--- src/bbc_pkg.sv ---
// Shared types and constants for the bracket balance checker.
// Depends on nothing; bbc_front, bbc_back and the top level import it.
`timescale 1ns / 1ps

package bbc_pkg;

    localparam int STACK_DEPTH = 64;
    localparam int CNT_W       = $clog2(STACK_DEPTH + 1);
    localparam int ADDR_W      = $clog2(STACK_DEPTH);

    localparam logic [7:0] CH_OPEN_ROUND   = 8'h28;
    localparam logic [7:0] CH_OPEN_SQUARE  = 8'h5B;
    localparam logic [7:0] CH_OPEN_CURLY   = 8'h7B;
    localparam logic [7:0] CH_CLOSE_ROUND  = 8'h29;
    localparam logic [7:0] CH_CLOSE_SQUARE = 8'h5D;
    localparam logic [7:0] CH_CLOSE_CURLY  = 8'h7D;

    typedef enum logic [1:0] {
        KIND_NONE   = 2'd0,
        KIND_ROUND  = 2'd1,
        KIND_SQUARE = 2'd2,
        KIND_CURLY  = 2'd3
    } kind_t;

    typedef struct packed {
        logic [7:0] character;
        logic       last_char;
    } in_t;

    typedef struct packed {
        logic done_res;
        logic balanced;
        logic error_so_far;
    } out_t;

    // Classified request: what the stack engine has to do.
    typedef struct packed {
        logic  is_open;
        logic  is_close;
        kind_t kind;
        logic  last;
    } op_t;

    // Front-to-back channel.
    typedef struct packed {
        logic valid;
        op_t  op;
    } op_chan_t;

endpackage

--- src/bbc_ram.sv ---
// Generic single-write, single-read RAM with registered read data.
// Depends on nothing.
`timescale 1ns / 1ps

module bbc_ram #(
    parameter int WIDTH = 2,
    parameter int DEPTH = 64
) (
    input  logic                     clk,
    input  logic                     we,
    input  logic [$clog2(DEPTH)-1:0] waddr,
    input  logic [WIDTH-1:0]         wdata,
    input  logic [$clog2(DEPTH)-1:0] raddr,
    output logic [WIDTH-1:0]         rdata
);

    logic [WIDTH-1:0] mem [DEPTH];
    logic [WIDTH-1:0] rdata_reg;

    always_ff @(posedge clk)
    begin
        if (we)
        begin
            mem[waddr] <= wdata;
        end
        rdata_reg <= mem[raddr];
    end

    assign rdata = rdata_reg;

endmodule

--- src/bbc_back.sv ---
// Back end: stack engine with cached top of stack, stack RAM and a
// two-entry result queue. Depends on bbc_pkg and bbc_ram.
`timescale 1ns / 1ps

module bbc_back (
    input  logic              clk,
    input  logic              rst_n,
    input  bbc_pkg::op_chan_t op_chan,
    output logic              op_ready,
    output logic              empty,
    input  logic              pop,
    output bbc_pkg::out_t     result
);

    import bbc_pkg::*;

    logic [CNT_W-1:0]  count_reg, count_next, count_after;
    logic              error_reg, error_next, error_now;
    kind_t             top_reg, top_next;
    logic [CNT_W-1:0]  rd_index;
    logic [1:0]        ram_rdata;
    logic              take, do_push, do_pop, overflow, underflow, mismatch;
    out_t              res_new;

    out_t       rq_reg [2];
    logic       rq_wr_reg, rq_rd_reg;
    logic [1:0] rq_cnt_reg, rq_cnt_next;
    logic       rq_full, rq_pop;

    assign rq_full  = (rq_cnt_reg == 2'd2);
    assign op_ready = !rq_full;
    assign take     = op_chan.valid && !rq_full;

    always_comb
    begin
        do_push   = take && op_chan.op.is_open  && (count_reg <  CNT_W'(STACK_DEPTH));
        overflow  = take && op_chan.op.is_open  && (count_reg == CNT_W'(STACK_DEPTH));
        do_pop    = take && op_chan.op.is_close && (count_reg != '0);
        underflow = take && op_chan.op.is_close && (count_reg == '0);
        mismatch  = do_pop && (top_reg != op_chan.op.kind);
        error_now = error_reg || overflow || underflow || mismatch;

        count_after = count_reg;
        if (do_push)
        begin
            count_after = count_reg + CNT_W'(1);
        end
        else if (do_pop)
        begin
            count_after = count_reg - CNT_W'(1);
        end

        res_new.done_res     = op_chan.op.last;
        res_new.balanced     = op_chan.op.last && !error_now && (count_after == '0);
        res_new.error_so_far = error_now;

        if (take && op_chan.op.last)
        begin
            count_next = '0;
            error_next = 1'b0;
        end
        else
        begin
            count_next = count_after;
            error_next = take ? error_now : error_reg;
        end

        // Refill the cached top from the entry just below it on a pop.
        top_next = top_reg;
        if (do_push)
        begin
            top_next = op_chan.op.kind;
        end
        else if (do_pop)
        begin
            top_next = kind_t'(ram_rdata);
        end

        // Prefetch the entry under next cycle's top.
        rd_index = count_next - CNT_W'(2);
    end

    bbc_ram #(
        .WIDTH (2),
        .DEPTH (STACK_DEPTH)
    ) u_stack_ram (
        .clk   (clk),
        .we    (do_push),
        .waddr (count_reg[ADDR_W-1:0]),
        .wdata (op_chan.op.kind),
        .raddr (rd_index[ADDR_W-1:0]),
        .rdata (ram_rdata)
    );

    always_ff @(posedge clk or negedge rst_n)
    begin
        if (!rst_n)
        begin
            count_reg <= '0;
            error_reg <= 1'b0;
        end
        else
        begin
            count_reg <= count_next;
            error_reg <= error_next;
        end
    end

    always_ff @(posedge clk)
    begin
        top_reg <= top_next;
    end

    // Result queue.
    assign empty  = (rq_cnt_reg == 2'd0);
    assign rq_pop = pop && !empty;
    assign result = rq_reg[rq_rd_reg];
    assign rq_cnt_next = rq_cnt_reg + {1'b0, take} - {1'b0, rq_pop};

    always_ff @(posedge clk or negedge rst_n)
    begin
        if (!rst_n)
        begin
            rq_wr_reg  <= 1'b0;
            rq_rd_reg  <= 1'b0;
            rq_cnt_reg <= 2'd0;
        end
        else
        begin
            rq_wr_reg  <= rq_wr_reg ^ take;
            rq_rd_reg  <= rq_rd_reg ^ rq_pop;
            rq_cnt_reg <= rq_cnt_next;
        end
    end

    always_ff @(posedge clk)
    begin
        if (take)
        begin
            rq_reg[rq_wr_reg] <= res_new;
        end
    end

    a_count_bound: assert property (@(posedge clk) disable iff (!rst_n)
        count_reg <= CNT_W'(STACK_DEPTH))
        else $error("stack count beyond depth");

    a_clear_on_last: assert property (@(posedge clk) disable iff (!rst_n)
        take && op_chan.op.last |=> (count_reg == '0) && !error_reg)
        else $error("stack not cleared after last character");

    a_error_sticky: assert property (@(posedge clk) disable iff (!rst_n)
        error_reg && !(take && op_chan.op.last) |=> error_reg)
        else $error("error flag dropped inside an expression");

    a_rq_bound: assert property (@(posedge clk) disable iff (!rst_n)
        rq_cnt_reg <= 2'd2)
        else $error("result queue overrun");

endmodule

--- config.mk ---
export PLATFORM = sky130hd
export DESIGN_NAME = bbc_back
export DESIGN_NICKNAME = d
export VERILOG_FILES = /design/src/bbc_pkg.sv /design/src/bbc_ram.sv /design/src/bbc_back.sv
export SDC_FILE = /design/constraint.sdc
export NUM_CORES = 1
export LEC_CHECK = 0
export ABC_AREA = 1
export BUFFER_PORTS_ARGS = -buffer_cell sky130_fd_sc_hd__buf_2
export CAP_MARGIN = 15
export CORE_MARGIN = 4
export CORE_UTILIZATION = 57
export DETAILED_ROUTE_END_ITERATION = 8
export PLACE_DENSITY = 0.76
export SLEW_MARGIN = 20
export SYNTH_ARGS = -nofsm -noshare
export SYNTH_HDL_FRONTEND = slang
export SYNTH_HIERARCHICAL = 1
export SYNTH_SLANG_ARGS = --single-unit
--- constraint.sdc ---
create_clock -name clk -period 2.6 [get_ports clk]
set_input_delay 0.13 -clock clk [delete_from_list [all_inputs] [get_ports clk]]
set_output_delay 0.13 -clock clk [all_outputs]
set_load 0.01 [all_outputs]
# Word-level counts from Yosys, hierarchy flattened
# Memory sizes are Yosys's and may differ from the RTL's. A register that Yosys moved wholly into a read port is not among the register bits.
# Cells that the tools add are included.
# totals
reg_bits	14
ram_bits	134
input_bits	9
out_inout_bits	5
wordCells	54
mem_count	2
# memory_table
name	words	word_bits	read_ports	rd_clocked_by_memory_dff	write_ports	line_no	rtl
u_stack_ram.mem	64	2	1	1	1	bbc_ram.sv:17	logic [WIDTH-1:0] mem [DEPTH];
rq_reg	2	3	1	0	1	bbc_back.sv:25	out_t rq_reg [2];
# op_classes
n_addsub	5
magnitude_cmp	1
n_eq_ne	3
mux	11
bitwise_logic	2
n_reduce_logical	24
# op_table
cell	n
7-bit two-way mux	3
7-bit logical NOT	2
1-bit logical AND	12
7-bit by 1-bit adder with 7-bit output (second input constant)	1
7-bit equality test (second input constant)	1
7-bit < comparator (second input constant)	1
7-bit nonzero test	1
7-bit by 1-bit subtractor with 7-bit output (second input constant)	1
1-bit two-way mux	6
6-bit by 2-bit subtractor with 6-bit output (second input constant)	1
2-bit two-way mux	2
2-bit nonzero test	2
1-bit logical NOT	3
1-bit logical OR	3
2-bit by 1-bit adder with 2-bit output	1
2-bit equality test (second input constant)	1
2-bit logical NOT	1
2-bit inequality test	1
2-bit by 1-bit subtractor with 2-bit output	1
1-bit XOR	2

# Depth between registers and ports, before layout
# Gate-level depths: netlist of the first run.
# logic_depth
word_depth	11
depth_mapped	21
mapped_depth_nobuf	19

# By module
# The synthesis of the first run kept the hierarchy.
# by_module_without_submodules
mod	n_inst	cells_each	area_each_um2	seq_area_each_um2
bbc_ram	1	520	5614.1	3883.7
bbc_back	1	184	1477.7	540.5

# Worst setup path after synthesis of the first run
# Ideal clock, no wire load.
# synth_timing
path_kind	flip-flop to flip-flop
startpoint	register count_reg[0]
endpoint	register u_stack_ram.rdata_reg[1], in the netlist u_stack_ram/rdata[1] (read register of u_stack_ram.mem)
setup_ns	0.113
t_arrival_ns	2.327
t_required_ns	2.487
slack_ns	0.160
path_stages_with_launch	21
path_buffers	1
period_less_slack_ns	2.440
path_cell_list	dfrtp_1 > inv_1 > ha_1 > nand2_1 > nor2_2 > nand2_4 > nand2_4 > nand2_2 > xor2_1 > inv_1 > nor2_1 > inv_2 > buf_2 > nand2_1 > nand3_1 > nand3_1 > nand2_1 > nand2_1 > nand3_1 > nand3_1 > nand2_1
# synth_between
elab_chain_cells	6
elab_cells_between_ends	10
classes_between	add/sub: 3; order compare: 1; mux: 3; reduce/logical: 3
# synth_rtl
element	line_no	rtl
start, declared	bbc_back.sv:17	logic [CNT_W-1:0] count_reg, count_next, count_after;
start signal, assigned	bbc_back.sv:104	count_reg <= count_next;
branches (longest 3 deep; another with 7-bit by 1-bit subtractor with 7-bit output)	--	
7-bit two-way mux *	bbc_back.sv:44	if (do_push)
7-bit two-way mux *	bbc_back.sv:57	if (take && op_chan.op.last)
via count_next[0]	bbc_back.sv:17	
6-bit by 2-bit subtractor with 6-bit output *	bbc_back.sv:80	rd_index = count_next - CNT_W'(2);
end, declared	bbc_ram.sv:18	logic [WIDTH-1:0] rdata_reg;
# Mark *: on every way through the listed nets, which the timed path passes.
# A chain may end at the register's enable or synchronous reset.

# Worst setup path after layout of the first run
# layout_timing
startpoint	register count_reg[1]
endpoint	register u_stack_ram.rdata_reg[1], in the netlist u_stack_ram/rdata[1] (read register of u_stack_ram.mem)
# layout_between
elab_chain_cells	6
elab_cells_between_ends	10
classes_between	add/sub: 3; order compare: 1; mux: 3; reduce/logical: 3
# layout_rtl
element	line_no
branches (longest 3 deep; another with 7-bit < comparator)	--
7-bit two-way mux *	bbc_back.sv:44
7-bit two-way mux *	bbc_back.sv:57
via count_next[0]	bbc_back.sv:17
6-bit by 2-bit subtractor with 6-bit output *	bbc_back.sv:80
# Marked as above.

==> results of run 1 <==
==> where the power goes <==
part	internal, mW	total, mW	switching [mW]	leakage (nW)
clock	1.39	2.34	0.944	0.273
sequential	2.83	2.92	0.0981	1.39
combinational	2.26	6.08	3.82	1.76
total	6.48	11.3	4.87	3.42
==> cell families after synthesis <==
family,after synthesis
simple gates,456
flops,150
buf+inv,74
compound gates,9
xor+xnor,9
fa+ha+maj,6
==> area by class of cell <==
type | count | area (µm²)
multi-input cells | 480 | 2530
clock inverters | 15 | 138
repair buffers | 69 | 681
well taps | 168 | 210
inverters | 45 | 196
clock buffers | 17 | 425
repair inverters | 1 | 6.26
flip-flops and latches | 150 | 4420
fillers | 829 | 3500
==> repair_timing <==
item | 4_1_cts | 5_1_grt
setup buffers | 0 | 17
gates cloned | 0 | 8
hold buffers | 2 | 0
gates resized for setup | 2 | 79
endpoints found under the setup margin | 2 | 2
endpoints found under the hold margin | 14 | 0
pin swaps | 0 | 31
==> placed cells by master, fill, tap and decap left out, drive strengths merged, types with 10 or more instances in the layout <==
cell type,netlist,layout
buf,25,63
clkbuf,4,21
clkinv,1,11
dfrtp,12,12
edfxtp,136,136
inv,44,45
nand2,233,233
nand3,131,131
nand4,10,10
nor2,72,72
==> metal layers <==
metal | global-route usage, % | part of all wire [%] | vias to the layer above
met5 | 0 | 0 | -
met4 | 11.2 | 3.9 | 0
met3 | 6.50 | 10 | 68
met2 | 39.1 | 49 | 353
met1 | 28.6 | 37 | 2675
li1 | - | - | 2511
==> per-stage QoR <==
| step | hold WS (ns) | utilization, % | power [mW] |
|---|---|---|---|
| floorplan | -0.166 | - | 6.30 |
| global placement | 0.0232 | 61.5 | 7.34 |
| detailed placement | 0.0284 | 61.5 | 7.47 |
| CTS | 0.0334 | 66.4 | 9.83 |
| global route | 0.0455 | 71.1 | 11.9 |
| finish | 0.0379 | 71.1 | 11.3 |
==> worst max-delay path by stage <==
stage / endpoint / slack, ns / cells after the start
2_1_floorplan: u_stack_ram/rdata[1]$_DFF_P_ / 0.16 / 20
3_3_place_gp: u_stack_ram/rdata[0]$_DFF_P_ / 0.11 / 19
3_5_place_dp: u_stack_ram/rdata[0]$_DFF_P_ / 0.008 / 19
4_1_cts: u_stack_ram/rdata[0]$_DFF_P_ / 0.01 / 20
5_1_grt: u_stack_ram/rdata[0]$_DFF_P_ / -0.12 / 22
6_report: u_stack_ram/rdata[1]$_DFF_P_ / 0.001 / 22
==> worst max-delay path: stages, from the launching register on <==
cell and delay, ns:
dfrtp_1 0.40, inv_2 0.08, ha_4 0.14, nand2_4 0.05, nor2_4 0.12, nand2_4 0.08, nand2_4 0.08, nand2_4 0.07
xor2_4 0.17, inv_2 0.06, nor2_4 0.19, buf_6 0.17, clkinv_8 0.08, buf_6 0.13, buf_6 0.12, nand2_2 0.06
nand3_2 0.07, nand3_2 0.10, nand2_1 0.06, nand2_1 0.06, nand3_1 0.07, nand3_1 0.08, nand2_1 0.05
==> results.md, run 1 <==
* WP data arrival at 2.92 ns
* IO Count at 14
* Worst Path Required at 2.92 ns
* Syn Inst Count at between 700 and 800
* Slew headroom at between 50% and 60%
* Clk buf depth at 2
* Detailed placement HPWL at between 10 and 15 mm
* Synth top area share at 57.6%
* Vias at between 5000 and 6000
* Placed Cells incl. Taps at 887
* First-pass GRT wire length at 25.7 mm
* Synth Area in Adders at under 10%
* Synth Cell Area at 7090 µm²
* Startpoint Class: flop
* CTS buffer count at 17
* Fin. max-slew vios at 0
* Worst Skew at around 0.0096 ns
* Hold EP: rq_rd_reg$_DFF_PN0_
* Layout cell share with drive strength beyond 1 at between 20% and 30%
* Hold Path Depth at 3
* Routed Antenna Nets at 0
* Worst-margin pin slew at 0.630 ns
* Setup TNS at 0 ns
* Full die area at 14300 µm²
* Initial Util at 58.6%
* Worst R2R End: u_stack_ram/rdata[1]$_DFF_P_
* FF-to-FF setup slack at 0.001 ns
* H-Tree Depth at 4
* Status: completed
* Critical path class: reg -> reg
* Synth Area per Inst at roughly 10 µm²
* Tot GR Track Use at 23.5%
* Asr flop ratio synth at under 10%
* Synth area leader: edfxtp_1
* Critical R2R Launch: count_reg[1]$_DFF_PN0_
* Core Footprint at 12100 µm²
* Avg Vias per Cell at 5.93
* Initial DRC Count at 869
* Design area at 8610 µm²
* Flops & latches, synth at 150
* Pre-CTS WS at slightly above 0.008 ns
* Ys flop type: edfxtp_1
* CTS tree: yes
* Post-synth EDFFs at 136
* RSZ-0062 raised after global routing: yes
* Die H at 120 µm
* Pleak at between 3 and 4 nW
* Worst R2R Path Depth at 22
* # port buffers at 13
* PwrDens at between 1000 and 1500 nW/µm²
* Vias in the first global route at 5143
* Worst Path Max Fanout at 5
* Synth top cells by count: nand2_1, edfxtp_1, nand3_1, nor2_1, inv_1
* Worst setup margin at 0.00113 ns
* Post-synthesis mux area share at 0%
* Root buffer cell: clkbuf_16
* Clock Sinks at 150
* Die Span X at 120 µm
* Layout Cells excl Fill at 945
* Initial antenna violation count at 0
* Nets at 779
* Worst vdd ir at 0.726 mV
* Final hold vios at 0
* CP startpoint: count_reg[1]$_DFF_PN0_
* Synth Area in Compound Gates at less than 1%
* GR Overflow Total at 0
* Register area share after synthesis at 62.4%
* Main combinational cell family by area after synthesis: simple AND/OR/NAND/NOR gates
* Worst setup EP type: flop
* Final min period at ~2.6 ns
* Synth warnings at 6
* Routed WL at 18.3 mm
* # rows at 40
* Residual DRC at 0
* Global placement routability congestion at between 0.8 and 0.9
* Simple-gate area share of the yosys netlist at just under 30%
* Pre-antenna DRT Iters at 6
* Final period utilization at 100%
* Hold Crit Class: in -> reg
* XOR/XNOR Fraction of Synth Area at about 1.1%
* Placed Area at 7450 µm²
* Fmax at 385 MHz
* Min-delay src: pop
* Clock Pin Slew Worst Setup and Hold Paths at 0.06 ns
* Clock latency at the later pin of the worst-skew pair at 0.43 ns
* Unique masters post-synth at 32
* Largest register FFs at 128
* Max-cap violations at 0
* Finish-stage setup viols at 0
* Most common cell in the netlist: nand2_1
* Net Count, Synth at 719
* Area growth syn-to-layout at 21.4%
* Largest net degree at the start of global routing at 66
* Largest cells by area after synthesis: edfxtp_1, nand2_1, nand3_1
* Routed WL per cell at 19.3 µm
* # diodes at 0
Note: power is estimated with default switching activity, not from simulation.
==> run 2, diff against run 1 <==
Settings changed: BUFFER_PORTS_ARGS -buffer_cell sky130_fd_sc_hd__buf_2 to unset, CORE_UTILIZATION 57 to 60, CTS_BUF_LIST set to sky130_fd_sc_hd__clkbuf_2 sky130_fd_sc_hd__clkbuf_4 sky130_fd_sc_hd__clkbuf_8, DONT_BUFFER_PORTS set to 1, PLACE_DENSITY 0.76 to 0.79.
==> run 2 against run 1 <==
  * The flow now finishes with violations (negative setup slack)
  * Setup slack worse by 0.0046 ns
  * Fmax down 0.18%
  * Non-clock buffer count down 27
  * Via count down 1.7%
  * Sequential share of layout area is 3.0 points higher
  * Flip-flop and latch count is the same
  * First-iteration DRC count down 22%
  * Critical path type unchanged
  * Largest cell class unchanged
==> results.md, run 2 (synthesis results as in run 1) <==
* Status: complete, but fails checks (was completed)
* Violated checks: negative setup slack
* Global route hottest layer: met2 (unchanged)
* Max-cap violations at 0 (unchanged)
* Detailed placement HPWL at 9.93 mm (was 10.4 mm)
* Worst setup margin at -0.00347 ns (was 0.00113 ns)
* Worst setup EP type: flop (unchanged)
* Area growth syn-to-layout at 14.7% (was 21.4%)
* Clk buf depth at 2 (unchanged)
* Core Footprint at 11500 µm² (was 12100 µm²)
* Tot Pwr at 10.4 mW (was 11.3 mW)
* # rows at 39 (was 40)
* Routed WL at 17.9 mm (was 18.3 mm)
* Tot GR Track Use at 25.7% (was 23.5%)
* Vias at 5509 (was 5607)
* Slew headroom at 54.4% (was 58.0%)
* Fin. max-slew vios at 0 (unchanged)
* H-Tree Depth at 4 (unchanged)
* Initial antenna violation count at 0 (unchanged)
* Worst Path Required at 2.95 ns (was 2.92 ns)
* Root buffer cell: clkbuf_8 (was clkbuf_16)
* Final period utilization at 100% (about the same)
* First-pass GRT wire length at 26.1 mm (was 25.7 mm)
* Finish-stage setup viols at 1 (was 0)
* Clock Sinks at 150 (unchanged)
* Pleak at 3.20 nW (was 3.42 nW)
* Met1 GRT Util at 33.3% (was 28.6%)
* Clock Pin Slew Worst Setup and Hold Paths at 0.08 ns (was 0.06 ns)
* Clock latency at the later pin of the worst-skew pair at 0.46 ns (was 0.43 ns)
* Hold Crit Class: in -> reg (unchanged)
* Routed WL per cell at 20.1 µm (was 19.3 µm)
* WP data arrival at 2.96 ns (was 2.92 ns)
* Initial Util at 61.6% (was 58.6%)
* Residual DRC at 0 (unchanged)
* Die Span X at 117 µm (was 120 µm)
* Full die area at 13600 µm² (was 14300 µm²)
* # diodes at 0 (unchanged)
* Commonest cells after routing, fill and taps aside: nand2_1, edfxtp_1, nand3_1 (unchanged)
* # fillers at 808 (was 829)
* Met2 Track Usage GR at 41.9% (was 39.1%)
* Fmax at 384 MHz (was 385 MHz)
* Worst-margin pin slew at 0.682 ns (was 0.630 ns)
* GR Layer Usage met3 at 5.49% (was 6.50%)
* Avg Vias per Cell at 6.18 (was 5.93)
* Largest register FFs at 128 (unchanged)
* Vias in the first global route at 5178 (was 5143)
* Initial DRC Count at 677 (was 869)
* IO Count at 14 (unchanged)
* Worst Skew at 0.00801 ns (was 0.00965 ns)
* Pre-antenna DRT Iters at 6 (unchanged)
* CTS tree: yes (unchanged)
* Critical path class: reg -> reg (unchanged)
* Global placement routability congestion at 0.888 (was 0.877)
* # port buffers at 0 (was 13)
* Worst vdd ir at 0.649 mV (was 0.726 mV)
* Layout cell share with drive strength beyond 1 at 15.8% (was 23.9%)
* Nets at 751 (was 779)
* Setup TNS at -0.00347 ns (was 0 ns)
* GR Overflow Total at 0 (unchanged)
* Worst Path Max Fanout at 10 (was 5)
* Startpoint Class: flop (unchanged)
* CTS buffer count at 17 (unchanged)
* Final hold vios at 0 (unchanged)
* Die H at 117 µm (was 120 µm)
* Routed Antenna Nets at 0 (unchanged)
* Final min period at 2.60 ns (about the same)
* Largest net degree at the start of global routing at 66 (unchanged)
* Commonest non-fill, non-tap cell in the layout: nand2_1 (unchanged)
* PwrDens at 1270 nW/µm² (was 1320 nW/µm²)
[run 2: metal layers]
metal,routed length (µm),vias up
met1,6560,2619
met2,8560,351
met5,0,-
li1,-,2452
met3,1920,87
met4,894,0
[run 2: stage by stage]
step	cells	setup slack, ns	util, %	hold WS, ns	cell area [µm²]
final	892	-0.00347	70.6	0.0518	8130
after global placement	837	0.0794	63.1	-0.165	7270
after CTS	879	0.0246	68.2	0.0397	7850
after floorplan	704	0.160	-	-0.166	7090
after detailed placement	837	-0.0804	63.1	-0.165	7270
after global routing	892	-0.0973	70.6	0.0324	8130
[run 2: layout make-up]
cell class	count	area (µm²)	share of cell area [%]
Inverter	45	191	2.35
Sequential cell	150	4430	54.4
Clock buffer	18	241	2.97
Multi-Input combinational cell	480	2350	28.9
Clock inverter	14	146	1.80
Timing Repair Buffer	42	599	7.37
Tap cell	143	179	2.20
[run 2: worst paths after layout]
path,start,end,slack (ns),cells past startpoint
setup / recovery,count_reg[0]$_DFF_PN0_,u_stack_ram/rdata[1]$_DFF_P_,-0.003,21
min in group asynchronous,rst_n,count_reg[3]$_DFF_PN0_,0.12,1
max in group asynchronous,rst_n,rq_cnt_reg[1]$_DFF_PN0_,2.05,1
hold reg to reg,error_reg$_DFFE_PN0P_,error_reg$_DFFE_PN0P_,0.52,2
hold / removal,op_chan[1],u_stack_ram/mem[19][0]$_DFFE_PP_,0.05,1
setup reg to reg,count_reg[0]$_DFF_PN0_,u_stack_ram/rdata[1]$_DFF_P_,-0.003,21
[run 2: what timing repair did]
item / 4_1_cts / 5_1_grt
endpoints found under the hold margin: 147 / 0
pin swaps: 3 / 6
resized for setup: 8 / 17
endpoints found under the setup margin: 2 / 2
gates cloned: 2 / 9
hold buffers: 5 / 0
setup buffers: 3 / 5
[run 2: power by group]
| group | internal, mW | total (mW) | switching, mW |
|---|---|---|---|
| clock | 0.867 | 1.76 | 0.890 |
| combinational | 2.08 | 5.69 | 3.61 |
| sequential | 2.82 | 2.92 | 0.0958 |
| total | 5.77 | 10.4 | 4.60 |
[run 2: worst max-delay path, cell delays in order, from the launching register on]
cell       delay [ns]
dfrtp_1          0.40
inv_2            0.07
ha_2             0.18
nand2_2          0.07
nor2_4           0.11
nand2_4          0.08
nand2_8          0.09
nand2_4          0.07
xor2_2           0.18
inv_2            0.07
nor2_4           0.12
buf_12           0.13
inv_8            0.06
clkbuf_16        0.17
nand2_1          0.06
nand3_1          0.09
nand3_1          0.09
nand2_1          0.10
nand2_1          0.10
nand3_1          0.10
nand3_1          0.10
nand2_1          0.05
